--- config.mk ---
export PLATFORM = sky130hd
export DESIGN_NAME = multi_slot_compare_timer_scheduler_core
export DESIGN_NICKNAME = d
export VERILOG_FILES = /design/src/rtl/core/msct_pkg.sv /design/src/rtl/core/msct_cell.sv /design/src/rtl/core/msct_ctrl.sv /design/src/rtl/core/multi_slot_compare_timer_scheduler_core.sv
export SDC_FILE = /design/constraint.sdc
export NUM_CORES = 2
export LEC_CHECK = 0
export BUFFER_PORTS_ARGS = -buffer_cell sky130_fd_sc_hd__buf_2
export CAP_MARGIN = 20
export CORE_ASPECT_RATIO = 1.1
export CORE_UTILIZATION = 35
export CTS_BUF_LIST = sky130_fd_sc_hd__clkbuf_4
export DETAILED_ROUTE_END_ITERATION = 8
export GPL_ROUTABILITY_DRIVEN = 0
export PLACE_DENSITY_LB_ADDON = 0.2
export SETUP_SLACK_MARGIN = 0.1
export SLEW_MARGIN = 20
export SYNTH_ARGS = -nofsm -noshare
export SYNTH_HDL_FRONTEND = slang
export SYNTH_HIERARCHICAL = 1
export SYNTH_SLANG_ARGS = --single-unit
--- constraint.sdc ---
create_clock -name clk_i -period 4.1 [get_ports clk_i]
set_input_delay 0.205 -clock clk_i [delete_from_list [all_inputs] [get_ports clk_i]]
set_output_delay 0.205 -clock clk_i [all_outputs]
set_load 0.05 [all_outputs]
--- src/rtl/core/msct_pkg.sv ---
// Shared types and constants of the multi-slot compare timer scheduler.
package msct_pkg;

  localparam int ID_W     = 4;
  localparam int MODE_W   = 2;
  localparam int RUN_W    = 5;
  localparam int MARGIN_W = 4;
  localparam int CFG_W    = 5;
  localparam int EV_W     = 4;

  localparam logic [MODE_W-1:0] MODE_START   = 2'd0;
  localparam logic [MODE_W-1:0] MODE_STOP    = 2'd1;
  localparam logic [MODE_W-1:0] MODE_COMPARE = 2'd2;

  localparam logic KIND_EXPIRE = 1'b0;
  localparam logic KIND_STATUS = 1'b1;

  localparam logic CFG_MAX_RUNNING = 1'b0;
  localparam logic CFG_NEAR_MARGIN = 1'b1;

  localparam logic [RUN_W-1:0]    MAX_RUNNING_RST = 5'd16;
  localparam logic [MARGIN_W-1:0] NEAR_MARGIN_RST = 4'd3;

  typedef enum logic [2:0] {
    ST_IDLE,
    ST_EMIT,
    ST_SCAN,
    ST_FLAG,
    ST_STATUS
  } state_e;

  // Broadcast from the sequencer to every cell
  typedef struct packed {
    logic wr_en;
    logic stop_en;
    logic tok_shift;
    logic tok_inject;
    logic fire_go;
    logic flag_en;
    logic rebase;
  } cell_cmd_t;

  // Per-cell status back to the sequencer
  typedef struct packed {
    logic sel_running;
    logic hit;
    logic hit_ss;
  } cell_stat_t;

endpackage

--- src/rtl/core/msct_cell.sv ---
// One timer slot: slot state, expiry token stage and running-minimum stage.
module msct_cell #(
  parameter int CB  = 24,
  parameter int IDX = 0
) (
  input  logic                      clk_i,
  input  logic                      rst_ni,
  input  msct_pkg::cell_cmd_t       cmd_i,
  input  logic [msct_pkg::ID_W-1:0] id_i,
  input  logic [CB-1:0]             ivl_i,
  input  logic                      ss_i,
  input  logic [CB:0]               due_wr_i,
  input  logic [CB-1:0]             now_i,
  input  logic [CB-1:0]             nc_i,
  input  logic [msct_pkg::MARGIN_W-1:0] margin_i,
  input  logic                      tok_i,
  output logic                      tok_o,
  input  logic                      min_valid_i,
  input  logic [CB:0]               min_i,
  output logic                      min_valid_o,
  output logic [CB:0]               min_o,
  output msct_pkg::cell_stat_t      stat_o
);
  import msct_pkg::*;

  localparam logic [31:0] IdxL  = IDX;
  localparam logic [CB:0] Range = {1'b1, {CB{1'b0}}};

  logic          running_q, ss_q, fire_q, tok_q, min_valid_q;
  logic [CB-1:0] ivl_q;
  logic [CB:0]   due_q, min_q;

  logic          sel, act, fire_d, pick_own;
  logic [CB:0]   due_adj, diff, rearm;

  always_comb begin
    sel      = (32'(id_i) == IdxL);
    act      = cmd_i.fire_go & tok_q & running_q & fire_q;
    due_adj  = cmd_i.rebase ? (due_q - Range) : due_q;
    diff     = due_adj - {1'b0, nc_i};
    fire_d   = running_q &&
               ((diff == '0) || (diff < (CB+1)'(margin_i)));
    rearm    = {1'b0, now_i} + {1'b0, ivl_q};
    pick_own = running_q && (!min_valid_i || (due_q < min_i));
  end

  always_ff @(posedge clk_i or negedge rst_ni) begin
    if (!rst_ni) begin
      running_q   <= 1'b0;
      ss_q        <= 1'b0;
      fire_q      <= 1'b0;
      tok_q       <= 1'b0;
      min_valid_q <= 1'b0;
    end else begin
      if (cmd_i.wr_en && sel) begin
        running_q <= 1'b1;
        ss_q      <= ss_i;
      end else if (cmd_i.stop_en && sel) begin
        running_q <= 1'b0;
        fire_q    <= 1'b0;
      end else if (act) begin
        fire_q <= 1'b0;
        if (ss_q) begin
          running_q <= 1'b0;
        end
      end else if (cmd_i.flag_en) begin
        fire_q <= fire_d;
      end
      if (cmd_i.tok_shift) begin
        tok_q <= tok_i;
      end
      min_valid_q <= pick_own | min_valid_i;
    end
  end

  always_ff @(posedge clk_i) begin
    if (cmd_i.wr_en && sel) begin
      ivl_q <= ivl_i;
      due_q <= due_wr_i;
    end else if (act && !ss_q) begin
      due_q <= rearm;
    end else if (cmd_i.flag_en && cmd_i.rebase && running_q) begin
      due_q <= due_q - Range;
    end
    min_q <= pick_own ? due_q : min_i;
  end

  assign tok_o              = tok_q;
  assign min_valid_o        = min_valid_q;
  assign min_o              = min_q;
  assign stat_o.sel_running = sel & running_q;
  assign stat_o.hit         = tok_q & running_q & fire_q;
  assign stat_o.hit_ss      = tok_q & running_q & fire_q & ss_q;

endmodule

--- src/rtl/core/msct_ctrl.sv ---
// Sequencer: item decode, expiry walk, minimum wait, flag update, result register.
module msct_ctrl #(
  parameter int NUM_SLOTS    = 16,
  parameter int COUNTER_BITS = 24
) (
  input  logic                          clk_i,
  input  logic                          rst_ni,
  input  logic                          in_valid_i,
  output logic                          in_stall_o,
  input  logic [msct_pkg::MODE_W-1:0]   mode_i,
  input  logic [msct_pkg::ID_W-1:0]     timer_id_i,
  input  logic [COUNTER_BITS-1:0]       interval_i,
  input  logic [COUNTER_BITS-1:0]       counter_now_i,
  output logic                          out_valid_o,
  input  logic                          out_stall_i,
  output logic                          kind_o,
  output logic [msct_pkg::EV_W-1:0]     event_timer_o,
  output logic [COUNTER_BITS-1:0]       compare_value_o,
  output logic                          rejected_o,
  output logic                          start_counter_o,
  output logic [msct_pkg::RUN_W-1:0]    running_count_o,
  output logic                          last_o,
  input  logic                          cfg_valid_i,
  output logic                          cfg_ready_o,
  input  logic                          cfg_index_i,
  input  logic [msct_pkg::CFG_W-1:0]    cfg_data_i,
  output msct_pkg::cell_cmd_t           cmd_o,
  output logic [COUNTER_BITS:0]         due_wr_o,
  output logic [COUNTER_BITS-1:0]       now_o,
  output logic [COUNTER_BITS-1:0]       nc_o,
  output logic [msct_pkg::MARGIN_W-1:0] margin_o,
  input  msct_pkg::cell_stat_t          stat_i [NUM_SLOTS],
  input  logic                          min_valid_i,
  input  logic [COUNTER_BITS:0]         min_i
);
  import msct_pkg::*;

  localparam int CB     = COUNTER_BITS;
  localparam int SLOT_W = (NUM_SLOTS > 1) ? $clog2(NUM_SLOTS) : 1;
  localparam int CNT_W  = $clog2(NUM_SLOTS + 1);
  localparam int CMP_W  = (CNT_W > RUN_W) ? CNT_W : RUN_W;
  localparam logic [31:0] NumSlotsL = NUM_SLOTS;

  state_e              state_q, state_d;
  logic [RUN_W-1:0]    max_q;
  logic [MARGIN_W-1:0] margin_q;
  logic                started_q, rej_q, start_q, best_any_q;
  logic [CNT_W-1:0]    total_q, cnt_q;
  logic [SLOT_W-1:0]   idx_q;
  logic [CB-1:0]       now_q, nc_q;
  logic [CB:0]         best_q;

  logic                out_valid_q, kind_q, rej_out_q, start_out_q, last_q;
  logic [EV_W-1:0]     ev_q;
  logic [CB-1:0]       cmp_out_q;
  logic [RUN_W-1:0]    run_out_q;

  logic sel_running, hit_any, hit_ss_any;
  logic in_accept, id_ok, limit, start_ok, start_rej, stop_ok, is_cmp;
  logic out_free, step, last_idx, scan_done, load_evt, load_stat;
  logic [31:0] idx_ext, total_ext;

  always_comb begin
    sel_running = 1'b0;
    hit_any     = 1'b0;
    hit_ss_any  = 1'b0;
    for (int i = 0; i < NUM_SLOTS; i++) begin
      sel_running = sel_running | stat_i[i].sel_running;
      hit_any     = hit_any | stat_i[i].hit;
      hit_ss_any  = hit_ss_any | stat_i[i].hit_ss;
    end
  end

  always_comb begin
    in_accept = in_valid_i && (state_q == ST_IDLE);
    id_ok     = (32'(timer_id_i) < NumSlotsL);
    limit     = (CMP_W'(total_q) >= CMP_W'(max_q));
    start_ok  = in_accept && (mode_i == MODE_START) && id_ok && !sel_running && !limit;
    start_rej = in_accept && (mode_i == MODE_START) && id_ok && !sel_running && limit;
    stop_ok   = in_accept && (mode_i == MODE_STOP) && id_ok && sel_running;
    is_cmp    = in_accept && (mode_i == MODE_COMPARE);
    out_free  = !out_valid_q || !out_stall_i;
    step      = !hit_any || out_free;
    last_idx  = (idx_q == SLOT_W'(NUM_SLOTS - 1));
    scan_done = (cnt_q == CNT_W'(NUM_SLOTS));
    idx_ext   = 32'(idx_q);
    total_ext = 32'(total_q);
  end

  // next state
  always_comb begin
    state_d = state_q;
    case (state_q)
      ST_IDLE: begin
        if (in_accept) begin
          if (start_ok) begin
            state_d = ST_SCAN;
          end else if (is_cmp) begin
            state_d = ST_EMIT;
          end else begin
            state_d = ST_STATUS;
          end
        end
      end
      ST_EMIT: begin
        if (step && last_idx) begin
          state_d = ST_SCAN;
        end
      end
      ST_SCAN: begin
        if (scan_done) begin
          state_d = ST_FLAG;
        end
      end
      ST_FLAG: begin
        state_d = ST_STATUS;
      end
      ST_STATUS: begin
        if (out_free) begin
          state_d = ST_IDLE;
        end
      end
      default: begin
        state_d = ST_IDLE;
      end
    endcase
  end

  // outputs of the sequencer
  always_comb begin
    cmd_o      = '0;
    load_evt   = 1'b0;
    load_stat  = 1'b0;
    in_stall_o = 1'b1;
    case (state_q)
      ST_IDLE: begin
        in_stall_o       = 1'b0;
        cmd_o.wr_en      = start_ok;
        cmd_o.stop_en    = stop_ok;
        cmd_o.tok_shift  = is_cmp;
        cmd_o.tok_inject = is_cmp;
      end
      ST_EMIT: begin
        cmd_o.tok_shift = step;
        cmd_o.fire_go   = step;
        load_evt        = hit_any && out_free;
      end
      ST_FLAG: begin
        cmd_o.flag_en = 1'b1;
        cmd_o.rebase  = best_any_q && best_q[CB];
      end
      ST_STATUS: begin
        load_stat = out_free;
      end
      default: begin
        in_stall_o = 1'b1;
      end
    endcase
  end

  assign due_wr_o = started_q ? ({1'b0, counter_now_i} + {1'b0, interval_i})
                              : {1'b0, interval_i};
  assign now_o    = now_q;
  assign nc_o     = best_any_q ? best_q[CB-1:0] : nc_q;
  assign margin_o = margin_q;

  always_ff @(posedge clk_i or negedge rst_ni) begin
    if (!rst_ni) begin
      state_q     <= ST_IDLE;
      max_q       <= MAX_RUNNING_RST;
      margin_q    <= NEAR_MARGIN_RST;
      started_q   <= 1'b0;
      rej_q       <= 1'b0;
      start_q     <= 1'b0;
      best_any_q  <= 1'b0;
      total_q     <= '0;
      cnt_q       <= '0;
      idx_q       <= '0;
      nc_q        <= '0;
      out_valid_q <= 1'b0;
    end else begin
      state_q <= state_d;
      if (cfg_valid_i) begin
        case (cfg_index_i)
          CFG_MAX_RUNNING: max_q    <= cfg_data_i;
          CFG_NEAR_MARGIN: margin_q <= cfg_data_i[MARGIN_W-1:0];
          default:         max_q    <= max_q;
        endcase
      end
      if (in_accept) begin
        rej_q     <= start_rej;
        start_q   <= start_ok && !started_q;
        started_q <= started_q | start_ok;
      end
      if (start_ok) begin
        total_q <= total_q + CNT_W'(1);
      end else if (stop_ok || (load_evt && hit_ss_any)) begin
        total_q <= total_q - CNT_W'(1);
      end
      if (is_cmp) begin
        idx_q <= '0;
      end else if ((state_q == ST_EMIT) && step) begin
        idx_q <= idx_q + SLOT_W'(1);
      end
      cnt_q <= (state_q == ST_SCAN) ? cnt_q + CNT_W'(1) : '0;
      if ((state_q == ST_SCAN) && scan_done) begin
        best_any_q <= min_valid_i;
      end
      if (state_q == ST_FLAG) begin
        nc_q <= nc_o;
      end
      if (load_evt || load_stat) begin
        out_valid_q <= 1'b1;
      end else if (!out_stall_i) begin
        out_valid_q <= 1'b0;
      end
    end
  end

  always_ff @(posedge clk_i) begin
    if (in_accept) begin
      now_q <= counter_now_i;
    end
    if ((state_q == ST_SCAN) && scan_done) begin
      best_q <= min_i;
    end
    if (load_evt) begin
      kind_q      <= KIND_EXPIRE;
      ev_q        <= idx_ext[EV_W-1:0];
      cmp_out_q   <= '0;
      rej_out_q   <= 1'b0;
      start_out_q <= 1'b0;
      run_out_q   <= '0;
      last_q      <= 1'b0;
    end else if (load_stat) begin
      kind_q      <= KIND_STATUS;
      ev_q        <= '0;
      cmp_out_q   <= nc_q;
      rej_out_q   <= rej_q;
      start_out_q <= start_q;
      run_out_q   <= total_ext[RUN_W-1:0];
      last_q      <= 1'b1;
    end
  end

  assign cfg_ready_o     = 1'b1;
  assign out_valid_o     = out_valid_q;
  assign kind_o          = kind_q;
  assign event_timer_o   = ev_q;
  assign compare_value_o = cmp_out_q;
  assign rejected_o      = rej_out_q;
  assign start_counter_o = start_out_q;
  assign running_count_o = run_out_q;
  assign last_o          = last_q;

endmodule

--- src/rtl/core/multi_slot_compare_timer_scheduler_core.sv ---
// Top level: sequencer plus a row of timer slot cells.
//
// Multiplexes NUM_SLOTS software timers onto one compare counter.
// Input channel (in_valid_i / in_stall_o): one beat is a start, a stop or a
// compare event. A beat is taken while the block is idle; in_stall_o is high
// while an item is being worked.
// Output channel (out_valid_o / out_stall_i): a compare event gives one
// expiry beat per fired slot in slot order, then a status beat with last_o
// set; every other item gives the status beat alone.
// Sequence: a stop, a refused start or an ignored item goes straight to the
// status beat; an accepted start waits on the minimum chain, which moves one
// cell a cycle; a compare event first walks the expiry token, which visits one
// cell a cycle while the output is not stalled, then waits on the chain.
// A result waits in the output register; while out_stall_i is high the
// token holds on a firing slot and the status beat waits, so no beat is lost.
// Configuration (cfg_valid_i / cfg_ready_o) is always ready; the user must write
// it only while the block is idle, as the block itself does not enforce this.
// Reset clears all slots, the running count, the compare value and the
// counter-started mark, and loads max_running 16 and near_margin 3.
module multi_slot_compare_timer_scheduler_core #(
  parameter int NUM_SLOTS    = 16,
  parameter int COUNTER_BITS = 24
) (
  input  logic                        clk_i,
  input  logic                        rst_ni,
  input  logic                        in_valid_i,
  output logic                        in_stall_o,
  input  logic [msct_pkg::MODE_W-1:0] mode_i,
  input  logic [msct_pkg::ID_W-1:0]   timer_id_i,
  input  logic [COUNTER_BITS-1:0]     interval_i,
  input  logic                        single_shot_i,
  input  logic [COUNTER_BITS-1:0]     counter_now_i,
  output logic                        out_valid_o,
  input  logic                        out_stall_i,
  output logic                        kind_o,
  output logic [msct_pkg::EV_W-1:0]   event_timer_o,
  output logic [COUNTER_BITS-1:0]     compare_value_o,
  output logic                        rejected_o,
  output logic                        start_counter_o,
  output logic [msct_pkg::RUN_W-1:0]  running_count_o,
  output logic                        last_o,
  input  logic                        cfg_valid_i,
  output logic                        cfg_ready_o,
  input  logic                        cfg_index_i,
  input  logic [msct_pkg::CFG_W-1:0]  cfg_data_i
);
  import msct_pkg::*;

  localparam int CB = COUNTER_BITS;

  cell_cmd_t           cmd;
  cell_stat_t          stat [NUM_SLOTS];
  logic [CB:0]         due_wr;
  logic [CB-1:0]       now, nc;
  logic [MARGIN_W-1:0] margin;
  logic                tok [NUM_SLOTS+1];
  logic                minv [NUM_SLOTS+1];
  logic [CB:0]         minval [NUM_SLOTS+1];
  logic [NUM_SLOTS-1:0] hit_vec;

  msct_ctrl #(
    .NUM_SLOTS   (NUM_SLOTS),
    .COUNTER_BITS(COUNTER_BITS)
  ) u_ctrl (
    .clk_i          (clk_i),
    .rst_ni         (rst_ni),
    .in_valid_i     (in_valid_i),
    .in_stall_o     (in_stall_o),
    .mode_i         (mode_i),
    .timer_id_i     (timer_id_i),
    .interval_i     (interval_i),
    .counter_now_i  (counter_now_i),
    .out_valid_o    (out_valid_o),
    .out_stall_i    (out_stall_i),
    .kind_o         (kind_o),
    .event_timer_o  (event_timer_o),
    .compare_value_o(compare_value_o),
    .rejected_o     (rejected_o),
    .start_counter_o(start_counter_o),
    .running_count_o(running_count_o),
    .last_o         (last_o),
    .cfg_valid_i    (cfg_valid_i),
    .cfg_ready_o    (cfg_ready_o),
    .cfg_index_i    (cfg_index_i),
    .cfg_data_i     (cfg_data_i),
    .cmd_o          (cmd),
    .due_wr_o       (due_wr),
    .now_o          (now),
    .nc_o           (nc),
    .margin_o       (margin),
    .stat_i         (stat),
    .min_valid_i    (minv[NUM_SLOTS]),
    .min_i          (minval[NUM_SLOTS])
  );

  assign tok[0]    = cmd.tok_inject;
  assign minv[0]   = 1'b0;
  assign minval[0] = '0;

  for (genvar g = 0; g < NUM_SLOTS; g++) begin : g_cell
    msct_cell #(
      .CB (CB),
      .IDX(g)
    ) u_cell (
      .clk_i      (clk_i),
      .rst_ni     (rst_ni),
      .cmd_i      (cmd),
      .id_i       (timer_id_i),
      .ivl_i      (interval_i),
      .ss_i       (single_shot_i),
      .due_wr_i   (due_wr),
      .now_i      (now),
      .nc_i       (nc),
      .margin_i   (margin),
      .tok_i      (tok[g]),
      .tok_o      (tok[g+1]),
      .min_valid_i(minv[g]),
      .min_i      (minval[g]),
      .min_valid_o(minv[g+1]),
      .min_o      (minval[g+1]),
      .stat_o     (stat[g])
    );
    assign hit_vec[g] = stat[g].hit;
  end

  // only one slot can hold the expiry token
  a_one_hit: assert property (@(posedge clk_i) disable iff (!rst_ni)
    $onehot0(hit_vec))
    else $error("more than one slot fires at once");

  a_busy_after_accept: assert property (@(posedge clk_i) disable iff (!rst_ni)
    in_valid_i && !in_stall_o |=> in_stall_o)
    else $error("item accepted without going busy");

  a_count_bound: assert property (@(posedge clk_i) disable iff (!rst_ni)
    out_valid_o && (kind_o == KIND_STATUS) |-> 32'(running_count_o) <= NUM_SLOTS)
    else $error("running count above slot count");

  a_rej_vs_start: assert property (@(posedge clk_i) disable iff (!rst_ni)
    out_valid_o |-> !(rejected_o && start_counter_o))
    else $error("start both rejected and taken");

endmodule

Word-level counts from Yosys, hierarchy flattened --
Index checks and enable logic that the tools add are counted.
Cells by class: magnitude comparators 32, reductions and logical operators 304, add/subtract/negate cells 53, divide/modulo/power cells 0, eq/ne operators 28, shifts and indexed selects 0, bitwise gates (word level) 190, muxes and demuxes 217, multiply operators 0
Operators by type and width (number):
- 25-bit two-way mux | 80
- 24-bit by 24-bit adder with 25-bit output | 17
- 25-bit logical NOT | 16
- 25-bit by 4-bit < comparator with 1-bit output | 16
- 25-bit by 24-bit subtractor with 25-bit output | 16
- 25-bit subtractor (second input constant) | 16
- 25-bit < comparator | 15
- 3-bit nonzero test | 64
- 1-bit two-way mux | 119
- 1-bit AND | 112
- 1-bit logical AND | 111
- 2-bit AND reduction | 34
- 1-bit bitwise OR | 61
- 1-bit logical NOT | 37
- 4-bit == test (second input constant) | 9
- 1-bit logical OR | 35
- 24-bit two-way mux | 1
- 3-bit two-way mux | 6
- 1-bit NOT | 17
- 4-bit by 3-bit == test with 1-bit output (second input constant) | 4
- 4-bit two-way mux | 4
- 5-bit two-way mux | 3
- 3-bit one-hot mux with 5 select lines | 1
- 5-bit by 1-bit adder with 5-bit output (second input constant) | 2
- 19 further kinds | 28
Word-level totals: input port bits 66, bits in writable memories 0, word-level logic and storage cells 972, output and inout port bits 40, bits in latches 0, register bits 1404, memories kept 0, ROM bits 0

Longest topological paths before layout --
word-level depth 26, gate-level depth with buffers 17, depth with buffers taken out 17

Cells and area by module --
Netlist, hierarchy kept.
By module, submodules not included:
- msct_cell (g_cell[10].u_cell ...) | cells each 667, times used 3, sequential area each 2097.0 um^2, area an instance 6259.8 um^2
- msct_cell (g_cell[1].u_cell ...) | cells each 643, times used 2, sequential area each 2097.0 um^2, area an instance 6099.6 um^2
- msct_ctrl | cells each 701, times used 1, sequential area each 3612.2 um^2, area an instance 7084.3 um^2
- msct_cell (g_cell[9].u_cell) | cells each 672, times used 1, sequential area each 2097.0 um^2, area an instance 6242.2 um^2
- msct_cell (g_cell[13].u_cell) | cells each 657, times used 1, sequential area each 2097.0 um^2, area an instance 6231.0 um^2
- msct_cell (g_cell[15].u_cell) | cells each 656, times used 1, sequential area each 2097.0 um^2, area an instance 6206.0 um^2
- msct_cell (g_cell[7].u_cell) | cells each 659, times used 1, sequential area each 2097.0 um^2, area an instance 6195.9 um^2
- msct_cell (g_cell[11].u_cell) | cells each 651, times used 1, sequential area each 2097.0 um^2, area an instance 6193.4 um^2
- msct_cell (g_cell[8].u_cell) | cells each 659, times used 1, sequential area each 2097.0 um^2, area an instance 6189.7 um^2
- msct_cell (g_cell[14].u_cell) | cells each 648, times used 1, sequential area each 2097.0 um^2, area an instance 6188.4 um^2
- msct_cell (g_cell[12].u_cell) | cells each 653, times used 1, sequential area each 2097.0 um^2, area an instance 6168.4 um^2
- msct_cell (g_cell[4].u_cell) | cells each 657, times used 1, sequential area each 2097.0 um^2, area an instance 6149.6 um^2
- msct_cell (g_cell[0].u_cell) | cells each 631, times used 1, sequential area each 2097.0 um^2, area an instance 6033.3 um^2
- msct_cell (g_cell[6].u_cell) | cells each 625, times used 1, sequential area each 2097.0 um^2, area an instance 6015.8 um^2
- multi_slot_compare_timer_scheduler_core | cells each 1, times used 1, sequential area each 0.0 um^2, area an instance 3.8 um^2

Least setup slack after synthesis --
OpenSTA, ideal clock, no wires.
path type register to register, start reg u_ctrl.best_any_q, end reg g_cell[0].u_cell.fire_q, cell stages (with the launch flop) 13, setup time 95 ps, path buffers 2, path slack -144 ps, period minus slack after synthesis 4244 ps, arrival time 4148 ps, cell sequence dfrtp_1 -> clkbuf_1 -> buf_1 -> and3_1 -> xor2_1 -> and3_1 -> or4_1 -> nor4_2 -> o2111ai_1 -> nor4_1 -> nand3_1 -> or4_1 -> o31ai_1
RTL lines:
- start: declaration | RTL line msct_ctrl.sv:47 | logic started_q, rej_q, start_q, best_any_q;
- start signal: assignment | RTL line msct_ctrl.sv:207 | best_any_q <= min_valid_i;
- end signal: assignment | RTL line msct_cell.sv:67 | fire_q <= fire_d;
- end: declaration | RTL line msct_cell.sv:29 | logic running_q, ss_q, fire_q, tok_q, min_valid_q;

Final worst setup path --
start reg u_ctrl.best_any_q, end reg g_cell[3].u_cell.fire_q
On the way: elaborated cells on any way between the ends 12
RTL lines:
- 24-bit two-way mux * | RTL line msct_ctrl.sv:164 | assign nc_o = best_any_q ? best_q[CB-1:0] : nc_q;
- via nc[9] | RTL line multi_slot_compare_timer_scheduler_core.sv:54 | logic [CB-1:0] now, nc;
- 25-bit by 24-bit subtractor with 25-bit output * | RTL line msct_cell.sv:40 | diff = due_adj - {1'b0, nc_i};
- 25-bit by 4-bit < comparator with 1-bit output or 25-bit logical NOT (tied branches) | RTL line msct_cell.sv:42 | ((diff == '0) || (diff < (CB+1)'(margin_i)));
- 1-bit logical OR * | RTL line msct_cell.sv:42
- 1-bit logical AND * | RTL line msct_cell.sv:41 | fire_d = running_q &&
- 1-bit two-way mux * | RTL line msct_cell.sv:66 | end else if (cmd_i.flag_en) begin
- 1-bit two-way mux * | RTL line msct_cell.sv:61 | end else if (act) begin
- 1-bit two-way mux * | RTL line msct_cell.sv:58 | end else if (cmd_i.stop_en && sel) begin
- end signal: assignment | RTL line msct_cell.sv:67
- end: declaration | RTL line msct_cell.sv:29
Mark *: on every way through the listed nets, which the timed path passes. The rest lies on a longest branch. The select of a mux whose other input is x is not followed. A chain may end at the register's enable or synchronous reset.

==> results_dict.tcl <==
set metrics [dict create \
    clk_pin_slew_ns 0.07 \
    layout-drive-gt1-share_pct 20.35 \
    num_io_pins 106 \
    crit_start "u_ctrl/best_any_q$_DFFE_PN0P_" \
    overflow 0 \
    grt_pass1_wl_mm 660.2 \
    max-cap-violations 0 \
    place_hpwl_mm 355.1 \
    antenna_found_initial 86 \
    syn_to_final_growth_pct 21.20 \
    synth_compound_area_share_pct 21.67 \
    synthAdderAreaFrac_pct 15.24 \
    ys_seq_area_share_pct 35.10 \
    start_util_pct 35.21 \
    worst_pin_slew_ns 1.116 \
    die_h_um 578.9 \
    layout.nets 13980 \
    rsz0062_at_grt "true" \
    min_period_over_period_pct 99.63 \
    viasPerCell 5.839 \
    layout_commonest_cell "ha_1" \
    routed_wl_mm 474.7 \
    drt-initial-drc-count 10920 \
    powerDensity_nw_per_um2 436.0 \
    status "completed" \
    drc 0 \
    drv_slew 0 \
    min_period_ns 4.085 \
    cts.sinks 1404 \
    grt_pass1_vias 94600 \
    rows 211 \
    synth_xor_xnor_area_share_pct 3.797 \
    ys_warn_count 6 \
    final_util_pct 42.68 \
    final-seq-area_um2 37170 \
    synthFlopType "edfxtp_1" \
    postPlaceCellArea_um2 119600 \
    required_ns 5.35 \
    synth_top_family_by_area "compound AO/OA/AOI/OAI gates" \
    root_buffer "clkbuf_4" \
    fp.dieArea_um2 304700 \
    synthCells 11160 \
    async_flop_share_pct 9.615 \
    wire_per_inst_um 27.99 \
    vias 99030 \
    slew-limit-headroom_pct 25.57 \
    layout_common_cells "ha_1 (1,207), inv_1 (1,078), buf_4 (915), nand2_1 (902), edfxtp_1 (837)" \
    finalNonFillerCells 16960 \
    synthMuxAreaShare_pct 5.625 \
    dr.pass1.iters 9 \
    critPathKind "reg -> reg" \
    synth_edf_count 837 \
    ys_ff_latch 1404 \
    worstPathMaxFanout 12 \
    max_freq_mhz 244.8 \
    fin_skew_ns 0.1789 \
    holdCritPathClass "in -> reg" \
    track_usage_pct 29.93 \
    peakVddDrop_mv 0.2676 \
    grt_max_degree 57 \
    min_from "interval_i[10]" \
    syn_avg_cell_area_um2 9.490 \
    synth_area_um2 105900 \
    hold_viol_final 0 \
    dp.cells 16020 \
    p_leak_nw 52.79 \
    cts_max_path_buffers 4 \
    synth_simple_gate_area_share_pct 13.48 \
    clk_latency_ns 1.35 \
    core-area_um2 300700 \
    r2r_slack_ns 0.02 \
    fillers 29010 \
    fin_area_um2 128300 \
    numCtsBuffers 395 \
    multi_input_comb_area_um2 65120 \
    htreeDepth 5 \
    numPortBuffers 104 \
    die_w_um 526.4 \
    start_kind "flip-flop" \
    synth.distinct_cells 141 \
    endpoint_kind "flip-flop" \
    cts_tree "done" \
    cp.arrival_ns 5.33 \
    setup_viol 0 \
    rr_startpoint "u_ctrl/best_any_q$_DFFE_PN0P_" \
    postRouteAntennaNets 0 \
]
report_power, final:
group | switching (mW) | internal, mW
Sequential | 2.23 | 17.2
Clock | 6.69 | 7.31
Combinational | 13.4 | 9.06
Total | 22.3 | 33.6
state kept, by name, indices dropped and copies added (netlist names), 3 cells and up:
signal and flops:
g_cell.u_cell/ss_q 16, g_cell.u_cell/tok_o 16, u_ctrl/nc_q 24, u_ctrl/running_count_o 5
g_cell.u_cell/min_o 400, g_cell.u_cell/ivl_q 384, u_ctrl/state_q 3, u_ctrl/margin_o 4
u_ctrl/idx_q 4, u_ctrl/cnt_q 5, u_ctrl/now_o 24, u_ctrl/event_timer_o 4
g_cell.u_cell/min_valid_o 16, g_cell.u_cell/due_q 400, u_ctrl/best_q 25, g_cell.u_cell/fire_q 16
u_ctrl/compare_value_o 24, u_ctrl/total_q 5, u_ctrl/max_q 5, g_cell.u_cell/running_q 16
logic make-up after synthesis:
family | Yosys count
AO/OA/AOI/OAI | 3310
AND/OR/NAND/NOR | 2827
flip-flops | 1404
buffers and inverters | 1358
adder cells (fa/ha/maj) | 1269
multiplexers | 528
XOR/XNOR | 459
other | 2
layout make-up:
type / instances / share of cell area [%]
timing repair buffer: 1296 / 8.960
inverter: 1102 / 3.239
multi-input combinational: 8445 / 50.75
clock buffer: 577 / 3.376
tap: 3940 / 3.842
antenna: 45 / 0.08775
sequential: 1404 / 28.96
clock inverter: 150 / 0.7839
critical path: stages (launching register included):
cell and delay, ns:
dfrtp_2 0.43, buf_12 0.18, mux2_2 0.39, buf_12 0.17
buf_4 0.23, inv_1 0.19, ha_1 0.29, buf_4 0.18
nand2_1 0.13, nor2_1 0.08, a21o_1 0.20, or3_1 0.31
a221o_1 0.40, nor4_2 0.32, nand4b_1 0.28, nand2_1 0.12
what timing repair did:
item | CTS | global route
hold endpoints to repair | 761 | 0
setup buffers | 19 | 16
pin swaps | 47 | 72
resized for setup | 172 | 167
endpoints found under the setup margin | 1024 | 32
cloned | 1 | 1
hold buffers | 127 | 0
synth_stat cells, drive strengths merged, types with 111 or more instances:
cell type     n  area share [%]
o21ai       627             3.0
nand4       120            0.71
clkbuf      165            0.59
o21a        146             1.0
edfxtp      837              24
o211ai      111            0.82
xor2        188             1.6
dfxtp       432             8.2
xnor2       271             2.2
a21oi       768             3.7
nor2        479             1.7
mux2        467             5.0
a211oi      143             1.1
a21o        430             3.1
inv        1099             3.9
nand3       219             1.1
nand2b      162            0.96
dfrtp       132             3.1
ha         1235              15
nor3        227             1.1
nand2       904             3.2
a22o        246             2.0
worst paths after layout:
path | end | cells after the start
hold reg to reg | u_ctrl/best_q[8]$_DFFE_PP_ | 0
max in group asynchronous | g_cell[11].u_cell/running_q$_DFFE_PN0P_ | 6
min in group asynchronous | u_ctrl/started_q$_DFFE_PN0P_ | 5
hold / removal | g_cell[0].u_cell/ivl_q[10]$_DFFE_PP_ | 3
setup / recovery | g_cell[3].u_cell/fire_q$_DFFE_PN0P_ | 15
setup reg to reg | g_cell[3].u_cell/fire_q$_DFFE_PN0P_ | 15
per-stage QoR:
stage / setup slack [ns] / total power, mW / setup TNS, ns / hold WS (ns)
after CTS: 0.01761 / 55.47 / 0 / 0.00008371
after global placement: -1.694 / 40.63 / -464.87 / 0.2320
final: 0.01531 / 55.95 / 0 / 0.07628
after global routing: -0.1801 / 58.47 / -0.5070 / 0.02843
after detailed placement: -1.534 / 41.15 / -487.36 / 0.2371
after floorplan: 0.1048 / 32.06 / 0 / -0.09059
layer usage:
layer / wire (um) / up-vias / GRT usage, %
li1: - / 44730 / -
met1: 184600 / 47740 / 36.73
met2: 204600 / 5170 / 46.24
met3: 44150 / 1357 / 6.036
met4: 41120 / 32 / 22.89
met5: 221 / - / 0
Power figures use the tool's default switching activity.
